`src/binary_nearest_centroid_accumulate_defines.svh`:
```
// Assertion macros for the nearest-centroid block.
// Each expects clk and arst_n in the module that uses it.
`ifndef BINARY_NEAREST_CENTROID_ACCUMULATE_DEFINES_SVH
`define BINARY_NEAREST_CENTROID_ACCUMULATE_DEFINES_SVH
`ifndef SYNTHESIS
`define BNCA_ASSERT_SAME(lbl, ante, cons) \
	lbl: assert property (@(posedge clk) disable iff (!arst_n) (ante) |-> (cons)) \
		else $error("assertion failed");
`define BNCA_ASSERT_NEXT(lbl, ante, cons) \
	lbl: assert property (@(posedge clk) disable iff (!arst_n) (ante) |=> (cons)) \
		else $error("assertion failed");
`define BNCA_ASSERT_ALWAYS(lbl, cond) \
	lbl: assert property (@(posedge clk) disable iff (!arst_n) (cond)) \
		else $error("assertion failed");
`else
`define BNCA_ASSERT_SAME(lbl, ante, cons)
`define BNCA_ASSERT_NEXT(lbl, ante, cons)
`define BNCA_ASSERT_ALWAYS(lbl, cond)
`endif
`endif

```
`src/bnca_pkg.sv`:
```
package bnca_pkg;
	localparam int NUM_CL   = 16;
	localparam int CL_W     = 4;
	localparam int WORDS    = 4;
	localparam int WORD_W   = 2;
	localparam int LANES    = 64;
	localparam int ROW_W    = CL_W + WORD_W;
	localparam int ROWS     = NUM_CL * WORDS;
	localparam int CVAL_W   = 17;
	localparam int SUM_W    = 24;
	localparam int DIST_W   = 41;
	localparam int ACC_W    = 43;
	localparam int CSUM_W   = 23;
	localparam int GRP      = 8;
	localparam int GRP_W    = 20;
	localparam int POP_W    = 7;
	localparam logic [CVAL_W-1:0] ONE_Q16 = 17'd65536;
	localparam logic [SUM_W-1:0]  SUM_MAX = {SUM_W{1'b1}};

	localparam logic [2:0] REQ_LOAD  = 3'd0;
	localparam logic [2:0] REQ_WORD  = 3'd1;
	localparam logic [2:0] REQ_RSUM  = 3'd2;
	localparam logic [2:0] REQ_RCNT  = 3'd3;
	localparam logic [2:0] REQ_CLEAR = 3'd4;

	localparam logic [1:0] KIND_ASSIGN = 2'd0;
	localparam logic [1:0] KIND_SUM    = 2'd1;
	localparam logic [1:0] KIND_COUNT  = 2'd2;

	typedef logic [LANES-1:0][CVAL_W-1:0] crow_t;
	typedef logic [LANES-1:0][SUM_W-1:0]  srow_t;

	typedef enum logic [6:0] {
		ST_IDLE   = 7'b0000001,
		ST_LOAD1  = 7'b0000010,
		ST_LOAD2  = 7'b0000100,
		ST_SCORE  = 7'b0001000,
		ST_ACC_RD = 7'b0010000,
		ST_ACC_WR = 7'b0100000,
		ST_RSUM   = 7'b1000000
	} state_t;
endpackage

```
`src/bnca_lane.sv`:
```
// One bit position: centroid term for scoring, saturating count for accumulate.
module bnca_lane import bnca_pkg::*; (
	input  logic              bit_in,
	input  logic [CVAL_W-1:0] cval,
	input  logic [SUM_W-1:0]  sum_in,
	output logic [CVAL_W-1:0] cmask,
	output logic [SUM_W-1:0]  sum_out
);
	assign cmask = bit_in ? cval : '0;
	assign sum_out = (bit_in && sum_in != SUM_MAX) ? sum_in + 1'b1 : sum_in;
endmodule

```
`config.mk`:
```
export PLATFORM = sky130hd
export DESIGN_NAME = bnca_lane
export DESIGN_NICKNAME = d
export VERILOG_FILES = /design/src/binary_nearest_centroid_accumulate_defines.svh /design/src/bnca_pkg.sv /design/src/bnca_lane.sv
export SDC_FILE = /design/constraint.sdc
export NUM_CORES = 1
export LEC_CHECK = 0
export ABC_CLOCK_PERIOD_IN_PS = 1900
export BUFFER_PORTS_ARGS = -buffer_cell sky130_fd_sc_hd__buf_2
export CAP_MARGIN = 20
export CELL_PAD_IN_SITES_DETAIL_PLACEMENT = 0
export CELL_PAD_IN_SITES_GLOBAL_PLACEMENT = 1
export CORE_UTILIZATION = 18
export DETAILED_ROUTE_END_ITERATION = 16
export PLACE_DENSITY = 0.81
export SLEW_MARGIN = 20
export SYNTH_ARGS = -nofsm -noshare
export SYNTH_HDL_FRONTEND = slang
export SYNTH_SLANG_ARGS = --single-unit
```
`constraint.sdc`:
```
create_clock -name vclk -period 1.9
set_input_delay 0.38 -clock vclk [all_inputs]
set_output_delay 0.38 -clock vclk [all_outputs]
set_load 0.1 [all_outputs]
```
# [Word level (Yosys, flattened, before mapping)]
# Index checks and enable logic that the tools add are counted.
[op_classes] mux=2 addsub=1 n_eq_ne=1 reduce_logical=1
[op_table] op="$add 24x1->24 const B" n=1
[op_table] op="$mux 24" n=1
[op_table] op="$ne 24x24->1 const B" n=1
[op_table] op="$mux 17" n=1
[op_table] op="$logic_and 1x1->1" n=1
[totals] reg_bits=0 out_inout_bits=41 elab_cells=5

# [Depth between registers and ports, before layout]
[logic_depth] depth_word=3 depth_mapped=6

# [Least setup slack after synthesis]
# OpenSTA, ideal clock, no wires.
[synth_timing] path_type="input -> output" start="input sum_in[1]" end="output sum_out[15]" stages=5 t_arrival_ns=2.962 setup_slack_ns=-1.442 n_path_buf=0 path_cell_list="and3_1 > or3b_4 > a211oi_4 > nand4_1 > xnor2_1"
[synth_via] elab_chain_cells=3 word_cells_on_any_way=4 cone_classes="1 x add/sub; 1 x eq/ne; 1 x mux; 1 x reduce/logical"
[synth_lines] element="start, declared" line="bnca_lane.sv:5" rtl="input logic [SUM_W-1:0] sum_in,"
[synth_lines] element="branches (longest 2 deep; another with $add 24x1->24)"
[synth_lines] element="$mux 24 *" line="bnca_lane.sv:10" rtl="assign sum_out = (bit_in && sum_in != SUM_MAX) ? sum_in + 1'b1 : sum_in;"
[synth_lines] element="end, declared" line="bnca_lane.sv:7" rtl="output logic [SUM_W-1:0] sum_out"
# Mark *: on every way between the ends.

# [Final worst setup path]
# Same ends and word-level chain as after synthesis.

==> impl_metrics.ini <==
[die]
die_width_um = 62.8
fp.coreArea_um2 = 3440
num_rows = 21
io-pin-count = 83
fp.dieH_um = 62.8
die_area_um2 = 3950
start_util = 0.193

[yosys]
yosysWarningCount = 0
yosysTopAreaCell = xnor2_1
synth_top_area_share = 0.197
yosys.cell_count.top_type = and2_1
netlist_instances = 99
avgSynthCellArea_um2 = 6.72
synth_common_cells = 19 x and2_1, 15 x xnor2_1, 12 x nand3_1
synth_cell_types = 24
synth_fp_nets = 142
synth-seq-area-share = 0
syn_area_um2 = 666
netlist_top_cells_area = xnor2_1 20%, and2_1 18%, xor2_1 9.2%, nand3_1 9.0%, nand4_1 8.5%

[layout]
num_antenna_cells = 0
layout-drive-gt1-share = 0.857
clkbuf_count = 0
register_area_um2 = 0
seq_cell_count = 0
syn_to_final_growth_pct = 338
fin_cells = 284
fill_cells = 173
layout.nets = 283

[worst_setup_path]
critPathMaxFanout = 6
critPathRequiredTime_ps = 1520
worstPathArrival_ps = 2050
start_kind = input port
cp-endpoint = sum_out[15]
critPathCaptureType = primary output
critical_path_class = in2out
startpoint = sum_in[1]

[place]
placement.io_buffers = 83
place_congestion = 0.793
dp_cells = 274
dp.final_hpwl_um = 3030

[grt]
grt.met1_usage = 0.197
grt-busiest-layer = met2
grt.met2_usage = 0.423
met3_usage = 0.0164
grt.total_usage = 0.194
grt_pass1_vias = 1340
grt_max_degree = 18
antenna_found_initial = 0
grt_overflow = 0
grt_pass1_wl_um = 6210

[sta]
rsz0062_at_grt = yes
fin_crit_sh = 1.28
tightest_slew_ps = 320
final_hold_viol_count = 0
slew_headroom = 0.786
setup_ws_ps = -525
clock.fmax_mhz = 412
setup_viol = 24
drv_slew = 0
fin_crit_ps = 2430

[power]
power_switching_uw = 546
combPwrFrac = 1.000
peakVddDrop_v = 0.000242
sequentialPowerShare = 0
p_int_uw = 382
swShare = 0.589
p_total_uw = 928
cellLeakagePower_uw = 0.00128
powerDensity_nw_per_um2 = 318
clkPwrFrac = 0

[outcome]
outcome = complete, but fails checks
violations = negative setup slack

[drt]
drcViolationCount = 0
drt-wirelength-per-cell_um = 14.0
dr.pass1.iters = 4
drtIter0Drc = 18
vias = 1283
ant_nets = 0
wirelength_um = 3970
viasPerCell = 4.52

[job]
drv_cap = 0

[hold_path]
hold_path_class = in2out
layer usage:
| layer | vias to the layer above | routed length, µm |
|---|---|---|
| li1 | 626 | - |
| met1 | 596 | 1390 |
| met2 | 59 | 2350 |
| met3 | 2 | 204 |
| met4 | 0 | 27 |
| met5 | - | 0 |
cell usage in the layout (no fill, tap or decap):
| cell type | Yosys | routed |
|---|---|---|
| buf_6 | 0 | 22 |
| and4_4 | 0 | 1 |
| a21o_4 | 0 | 1 |
| nand3_4 | 0 | 2 |
| nand3_1 | 12 | 6 |
| and2_1 | 19 | 8 |
| o21a_4 | 0 | 1 |
| nor3_4 | 0 | 2 |
| buf_4 | 0 | 47 |
| and2_4 | 0 | 1 |
| nor2_1 | 5 | 2 |
| ha_4 | 0 | 1 |
| a21oi_2 | 0 | 2 |
| mux2_4 | 0 | 1 |
| inv_1 | 2 | 2 |
| or2_2 | 1 | 1 |
| and3_4 | 0 | 3 |
| nor2_4 | 0 | 4 |
| xnor2_4 | 0 | 15 |
| nor4_2 | 0 | 1 |
| nand2_1 | 6 | 4 |
| or3b_4 | 1 | 1 |
| a211oi_4 | 1 | 1 |
| buf_12 | 0 | 41 |
| buf_8 | 0 | 2 |
| and2_2 | 0 | 10 |
| nand3_2 | 0 | 4 |
| xor2_4 | 0 | 7 |
| buf_2 | 0 | 29 |
| o21ai_4 | 0 | 1 |
| and3_1 | 6 | 3 |
| nor4_4 | 1 | 1 |
| nand2_2 | 0 | 2 |
| nand4_1 | 9 | 9 |
cells by family (layout without fill, tap and decap cells):
| group | after synthesis | in the layout | share of synthesized area |
|---|---|---|---|
| AO/OA/AOI/OAI | 6 | 6 | 0.0752 |
| multiplexers | 1 | 1 | 0.0169 |
| XOR/XNOR | 22 | 22 | 0.289 |
| adder cells (fa/ha/maj) | 1 | 1 | 0.0188 |
| buffers and inverters | 4 | 143 | 0.0226 |
| AND/OR/NAND/NOR | 65 | 65 | 0.577 |
cell type report:
cell class,count,area [µm²],area share
tap,46,57.6,0.0198
inverter,2,7.51,0.00258
multi-input combinational,95,1250,0.430
timing repair buffer,141,1600,0.548
worst max-delay path: stages:
cell,delay [ps]
buf_8,80
and3_4,190
or3b_4,400
a211oi_4,290
nand4_1,270
xnor2_4,240
buf_12,190
through the flow:
step / utilization / area, µm² / worst slack [ps] / TNS [ps] / hold WS (ps)
final: 0.847 / 2910 / -525 / -8390 / 1160
after CTS: 0.802 / 2760 / -481 / -8290 / 1160
after global routing: 0.847 / 2910 / -603 / -10290 / 1170
after detailed placement: 0.743 / 2560 / -604 / -11200 / 1160
after global placement: 0.743 / 2560 / -581 / -10070 / 1160
after floorplan: - / 1120 / -654 / -9950 / 956
power groups by stage:
stage | clock, µW | combinational, µW | sequential (µW)
after floorplan | 0 | 492 | 0
after global placement | 0 | 865 | 0
after detailed placement | 0 | 876 | 0
after CTS | 0 | 902 | 0
after global routing | 0 | 957 | 0
final | 0 | 928 | 0
what timing repair did:
item                                    in CTS  in global routing
endpoints found under the hold margin        0                  0
endpoints found under the setup margin      24                 24
resized for setup                           37                 25
buffers inserted                             5                 10
pin swaps                                   24                 19
hold buffers                                 0                  0
how the worst min path moves through the flow:
stage,slack (ps),startpoint,cells after the start,to
6_report,1160,cval[8],3,cmask[8]
5_1_grt,1170,cval[8],3,cmask[8]
4_1_cts,1160,cval[14],3,cmask[14]
3_5_place_dp,1160,cval[8],3,cmask[8]
3_3_place_gp,1160,cval[14],3,cmask[14]
2_1_floorplan,960,sum_in[5],1,sum_out[5]
No activity file was read; power rests on OpenSTA's default activity.
