==> src/binary_nearest_centroid_accumulate_defines.svh <==
// Assertion macros for the nearest-centroid block.
// Each expects clk and arst_n in the module that uses it.
`ifndef BINARY_NEAREST_CENTROID_ACCUMULATE_DEFINES_SVH
`define BINARY_NEAREST_CENTROID_ACCUMULATE_DEFINES_SVH
`ifndef SYNTHESIS
`define BNCA_ASSERT_SAME(lbl, ante, cons) \
	lbl: assert property (@(posedge clk) disable iff (!arst_n) (ante) |-> (cons)) \
		else $error("assertion failed");
`define BNCA_ASSERT_NEXT(lbl, ante, cons) \
	lbl: assert property (@(posedge clk) disable iff (!arst_n) (ante) |=> (cons)) \
		else $error("assertion failed");
`define BNCA_ASSERT_ALWAYS(lbl, cond) \
	lbl: assert property (@(posedge clk) disable iff (!arst_n) (cond)) \
		else $error("assertion failed");
`else
`define BNCA_ASSERT_SAME(lbl, ante, cons)
`define BNCA_ASSERT_NEXT(lbl, ante, cons)
`define BNCA_ASSERT_ALWAYS(lbl, cond)
`endif
`endif

==> src/bnca_pkg.sv <==
package bnca_pkg;
	localparam int NUM_CL   = 16;
	localparam int CL_W     = 4;
	localparam int WORDS    = 4;
	localparam int WORD_W   = 2;
	localparam int LANES    = 64;
	localparam int ROW_W    = CL_W + WORD_W;
	localparam int ROWS     = NUM_CL * WORDS;
	localparam int CVAL_W   = 17;
	localparam int SUM_W    = 24;
	localparam int DIST_W   = 41;
	localparam int ACC_W    = 43;
	localparam int CSUM_W   = 23;
	localparam int GRP      = 8;
	localparam int GRP_W    = 20;
	localparam int POP_W    = 7;
	localparam logic [CVAL_W-1:0] ONE_Q16 = 17'd65536;
	localparam logic [SUM_W-1:0]  SUM_MAX = {SUM_W{1'b1}};

	localparam logic [2:0] REQ_LOAD  = 3'd0;
	localparam logic [2:0] REQ_WORD  = 3'd1;
	localparam logic [2:0] REQ_RSUM  = 3'd2;
	localparam logic [2:0] REQ_RCNT  = 3'd3;
	localparam logic [2:0] REQ_CLEAR = 3'd4;

	localparam logic [1:0] KIND_ASSIGN = 2'd0;
	localparam logic [1:0] KIND_SUM    = 2'd1;
	localparam logic [1:0] KIND_COUNT  = 2'd2;

	typedef logic [LANES-1:0][CVAL_W-1:0] crow_t;
	typedef logic [LANES-1:0][SUM_W-1:0]  srow_t;

	typedef enum logic [6:0] {
		ST_IDLE   = 7'b0000001,
		ST_LOAD1  = 7'b0000010,
		ST_LOAD2  = 7'b0000100,
		ST_SCORE  = 7'b0001000,
		ST_ACC_RD = 7'b0010000,
		ST_ACC_WR = 7'b0100000,
		ST_RSUM   = 7'b1000000
	} state_t;
endpackage

==> src/bnca_merge.sv <==
// Two-level adder tree over the lanes; first level registered.
module bnca_merge import bnca_pkg::*; (
	input  logic                          clk,
	input  logic [LANES-1:0][CVAL_W-1:0]  cmask,
	input  logic [LANES-1:0]              bits,
	output logic [CSUM_W-1:0]             csum,
	output logic [POP_W-1:0]              popcnt
);
	logic [GRP-1:0][GRP_W-1:0] grp_s2;
	logic [POP_W-1:0]          pop_s2;

	// group sums of eight lanes and the set-bit count
	always_ff @(posedge clk) begin
		for (int g = 0; g < GRP; g++) begin
			logic [GRP_W-1:0] s;
			s = '0;
			for (int k = 0; k < LANES / GRP; k++)
				s = s + GRP_W'(cmask[g * (LANES / GRP) + k]);
			grp_s2[g] <= s;
		end
		pop_s2 <= POP_W'($countones(bits));
	end

	// final level
	always_comb begin
		csum = '0;
		for (int g = 0; g < GRP; g++)
			csum = csum + CSUM_W'(grp_s2[g]);
	end
	assign popcnt = pop_s2;
endmodule

==> config.mk <==
export PLATFORM = sky130hd
export DESIGN_NAME = bnca_merge
export DESIGN_NICKNAME = d
export VERILOG_FILES = /design/src/binary_nearest_centroid_accumulate_defines.svh /design/src/bnca_pkg.sv /design/src/bnca_merge.sv
export SDC_FILE = /design/constraint.sdc
export NUM_CORES = 2
export LEC_CHECK = 0
export CORE_AREA = 2 2 466 468
export CTS_CLUSTER_SIZE = 14
export DETAILED_ROUTE_END_ITERATION = 8
export DIE_AREA = 0 0 468 470
export DONT_BUFFER_PORTS = 1
export PLACE_DENSITY_LB_ADDON = 0.12
export SYNTH_ARGS = -nofsm -noshare
export SYNTH_HDL_FRONTEND = slang
export SYNTH_SLANG_ARGS = --single-unit
==> constraint.sdc <==
create_clock -name clk -period 7.8 [get_ports clk]
set_clock_uncertainty 0.2 [all_clocks]
set_input_delay 1.56 -clock clk [delete_from_list [all_inputs] [get_ports clk]]
set_output_delay 1.56 -clock clk [all_outputs]
set_load 0.01 [all_outputs]
# Yosys cells after proc, flatten, opt, wreduce, memory -nomap -nowiden
# Cells that the tools add are included.
# totals
output_inout_bits,30
ff_bits,167
wordCells,135
# classes
addsub,126
# ops
operator,n
adder 20 x 17 -> 20 bit,32
adder 19 x 17 -> 20 bit,8
adder 18 x 17 -> 19 bit,8
adder 17 x 17 -> 18 bit,8
adder 23 x 20 -> 23 bit,4
adder 1 x 1 -> 2 bit,32
adder 2 x 2 -> 3 bit,16
adder 3 x 3 -> 4 bit,8
adder 22 x 20 -> 23 bit,1
adder 21 x 20 -> 22 bit,1
adder 20 x 20 -> 21 bit,1
adder 4 x 4 -> 5 bit,4
adder 5 x 5 -> 6 bit,2
adder 6 x 6 -> 7 bit,1

# Logic depth before layout (Yosys ltp)
# logic_depth
depth_word,7
mapped_depth,21
mapped_depth_nobuf,21

# Least setup slack after synthesis
# Ideal clock, no wire load.
# synth_timing
path_type,in2reg
start,input port bits[59]
end,"register pop_s2[6], in the netlist popcnt[6]"
stages,20
required_time_ps,7483
t_arrival_ps,6760
setup_time_ps,117
n_path_buf,0
path_slack_ps,723
path_cell_list,inv_1 fa_1 fa_1 inv_1 fa_1 inv_1 fa_1 fa_1 fa_1 fa_1 fa_1 inv_1 ha_1 fa_1 a21oi_1 nor2_1 nor2_1 nor2b_1 o21ai_0 nand2b_1
# synth_via
elab_chain_cells,6
# synth_rtl
element,line_no,source
from (decl),bnca_merge.sv:5,"input logic [LANES-1:0] bits,"
adder 1 x 1 -> 2 bit (implied by the code),bnca_merge.sv:21,pop_s2 <= POP_W'($countones(bits));
adder 2 x 2 -> 3 bit (implied by the code),bnca_merge.sv:21,
adder 3 x 3 -> 4 bit (implied by the code),bnca_merge.sv:21,
adder 4 x 4 -> 5 bit (implied by the code),bnca_merge.sv:21,
adder 5 x 5 -> 6 bit (implied by the code),bnca_merge.sv:21,
adder 6 x 6 -> 7 bit (implied by the code),bnca_merge.sv:21,
to (signal assigned),bnca_merge.sv:21,
to (decl),bnca_merge.sv:10,logic [POP_W-1:0] pop_s2;
# No other way between the ends.

# Worst setup path in the final report
# layout_timing
start,register grp_s2[62] (netlist bit)
end,output port csum[16]
# layout_via
elab_chain_cells,5
# layout_rtl
element,line_no,source
from (decl),bnca_merge.sv:9,logic [GRP-1:0][GRP_W-1:0] grp_s2;
"from (signal, indexed assignment)",bnca_merge.sv:19,grp_s2[g] <= s;
adder 22 x 20 -> 23 bit,bnca_merge.sv:28,csum = csum + CSUM_W'(grp_s2[g]);
adder 23 x 20 -> 23 bit (4 in series),bnca_merge.sv:28,
to (decl),bnca_merge.sv:6,"output logic [CSUM_W-1:0] csum,"
# No other way between the ends.

==> results.md <==
- PostCTS Resize Cnt: 0
- GPL Wtd Cong: 0.912
- Synth area leader: fa_1
- Crit path arrival time: 5740 ps
- Via count: 21600
- Worst hold path class: in2reg
- Syn. warnings: 0
- Top-area cell type share of the netlist area: 0.557
- Clk root buf: clkbuf_16
- FF+latch count, synth: 167
- Multi-input gate area: 26700 µm²
- Post-Syn Area: 35300 µm²
- Post-route cell area: 39500 µm²
- CTS Sinks: 167
- Detailed Route WL: 137000 µm
- CTS Hold Bufs: 0
- Total track usage: 0.127
- First-pass GRT wire length: 193000 µm
- Most frequent cell after synthesis: inv_1
- H-tree depth: 4
- CP startpoint kind: flop
- Via density: 3.40
- Worst Max-Slew Pin Slew: 846 ps
- CP Capture Type: primary output
- Layout cell share with drive strength beyond 1: 0.0166
- Clock-pin transition on the worst setup and hold timing paths: 80 ps
- Met2 Resource Use GR: 0.216
- Crit-path max FO: 3
- First-pass DRT Iterations: 6
- CP startpoint: grp_s2[62]$_DFF_P_
- Horiz. Die Dim: 468 µm
- Fill cell count: 24100
- Setup_tns: 0 ps
- Slew Viols, Final: 0
- Post-CTS Setup Inserts: 0
- Clk buf depth: 2
- Tcrit/Tclk final: 0.962
- Met1 Track Usage GR: 0.168
- HPWL after DPL: 133000 µm
- Reg area: 3340 µm²
- Top FF cell, synth: dfxtp_1
- Setup crit end: csum[16]
- Worst rel slew slack: 0.431
- Die height: 470 µm
- CP Class: reg2out
- Mapped Cells: 3453
- Setup violators final: 0
- Synth cell count leaders: inv_1, fa_1, ha_1, dfxtp_1, xnor2_1
- Buffers on Ports: 0
- Max-Cap Viols: 0
- Vias in the first global route: 25500
- Post-synth EDFFs: 0
- Core outline area: 216000 µm²
- Worst Path Required: 6040 ps
- Fin Hold WS: 983 ps
- Grt ovf: 0
- Post-Syn Nets: 5785
- Top post-synthesis cells by area: fa_1, inv_1, dfxtp_1
- Initial core utilization: 0.163
- Dpl cell area: 38900 µm²
- Number of buffers created by CTS: 17
- Run status: completed
- Initial antenna violation count: 23
- Die area: 220000 µm²
- DR DRC count: 0
- ANT nets after route: 0
- RSZ-0062 raised after global routing: false
- Post-DR wirelength/cell: 21.6 µm
- Most Crowded Layer GR: met2
- GR Layer Usage met3: 0.0269
- Initial DRC Count: 785
- Avg Inst Size Synth: 10.2 µm²
- Pin count of the biggest net entering global routing: 17
- Ys async rst share: 0
- Final hold viol count: 0
- CTS tree: built
- Rows: 171
- Maximum clock frequency: 133 MHz
- Top-Level Pins: 1183
- Layout area overhead: 12.1%
- Post-synthesis sequential area ratio: 0.0948
- Tmin final: 7500 ps
- Final nets: 5817
- Library cells used by synthesis: 57
placed cells by master (no fill, tap or decap), drive strengths merged, types with 15 or more instances in the layout:
| cell | n |
|---|---|
| ha | 198 |
| nand3 | 15 |
| o21ai | 63 |
| xor2 | 28 |
| inv | 1402 |
| a21oi | 94 |
| o21a | 28 |
| nand2 | 48 |
| nor2b | 24 |
| a21o | 51 |
| nand2b | 22 |
| xnor2 | 100 |
| nor2 | 75 |
| clkbuf | 18 |
| dfxtp | 167 |
| fa | 981 |
| nor3 | 18 |
| a211oi | 18 |
kinds of logic (layout without fill, tap and decap cells):
group | after synthesis | count (layout) | synth area share
compound gates | 342 | 342 | 0.0638
other cells | 0 | 10 | 0
simple gates | 241 | 241 | 0.0337
xor+xnor | 128 | 128 | 0.0318
flops | 167 | 167 | 0.0948
fa+ha+maj | 1179 | 1179 | 0.627
buf+inv | 1396 | 1441 | 0.149
layer usage:
layer / wire length [µm] / share of wire / vias up
li1: - / - / 9832
met1: 60500 / 0.44 / 11000
met2: 68200 / 0.50 / 720
met3: 7380 / 0.054 / 75
met4: 1260 / 0.0092 / 12
met5: 80 / 0.00058 / -
worst max-delay path, stage by stage, from the launching register on:
cell and delay (ps):
dfxtp_1 320, fa_1 540, inv_1 70, fa_1 550
fa_1 430, fa_1 490, inv_1 40, ha_1 200
inv_1 90, fa_1 220, nor2b_1 70, o31ai_1 440
nand2_1 370, a41oi_1 780, o21ai_1 140, a21oi_1 200
xnor2_1 250
registers in the layout, indices dropped and copies added (netlist names):
register	cells
grp_s2	160
popcnt	7
worst min-delay path by stage:
stage / end / slack, ps / startpoint / cells after the start
2_1_floorplan: popcnt[0]$_DFF_P_ / 1490 / bits[2] / 1
3_3_place_gp: popcnt[0]$_DFF_P_ / 1530 / bits[2] / 1
3_5_place_dp: popcnt[0]$_DFF_P_ / 1520 / bits[2] / 1
4_1_cts: popcnt[0]$_DFF_P_ / 910 / bits[2] / 1
5_1_grt: popcnt[0]$_DFF_P_ / 910 / bits[2] / 1
6_report: popcnt[0]$_DFF_P_ / 980 / bits[2] / 1
stage by stage:
step                setup WS, ps  cells  utilization
global placement             440   6320        0.181
finish                       299   6362        0.183
detailed placement           403   6320        0.181
global route                12.0   6355        0.183
floorplan                    723   3453            -
CTS                          262   6352        0.183
area by class of cell:
class                   instances  area share
diodes                         10    0.000633
clock buffers                  18      0.0109
clock inverters                14     0.00355
inverters                    1395       0.132
multi-input cells            1890       0.675
flip-flops and latches        167      0.0846
well taps                    2854      0.0903
repair buffers                 14     0.00266
Power is not shown: default switching activity piles up to over one toggle a cycle in this logic, so the estimate is an artifact.
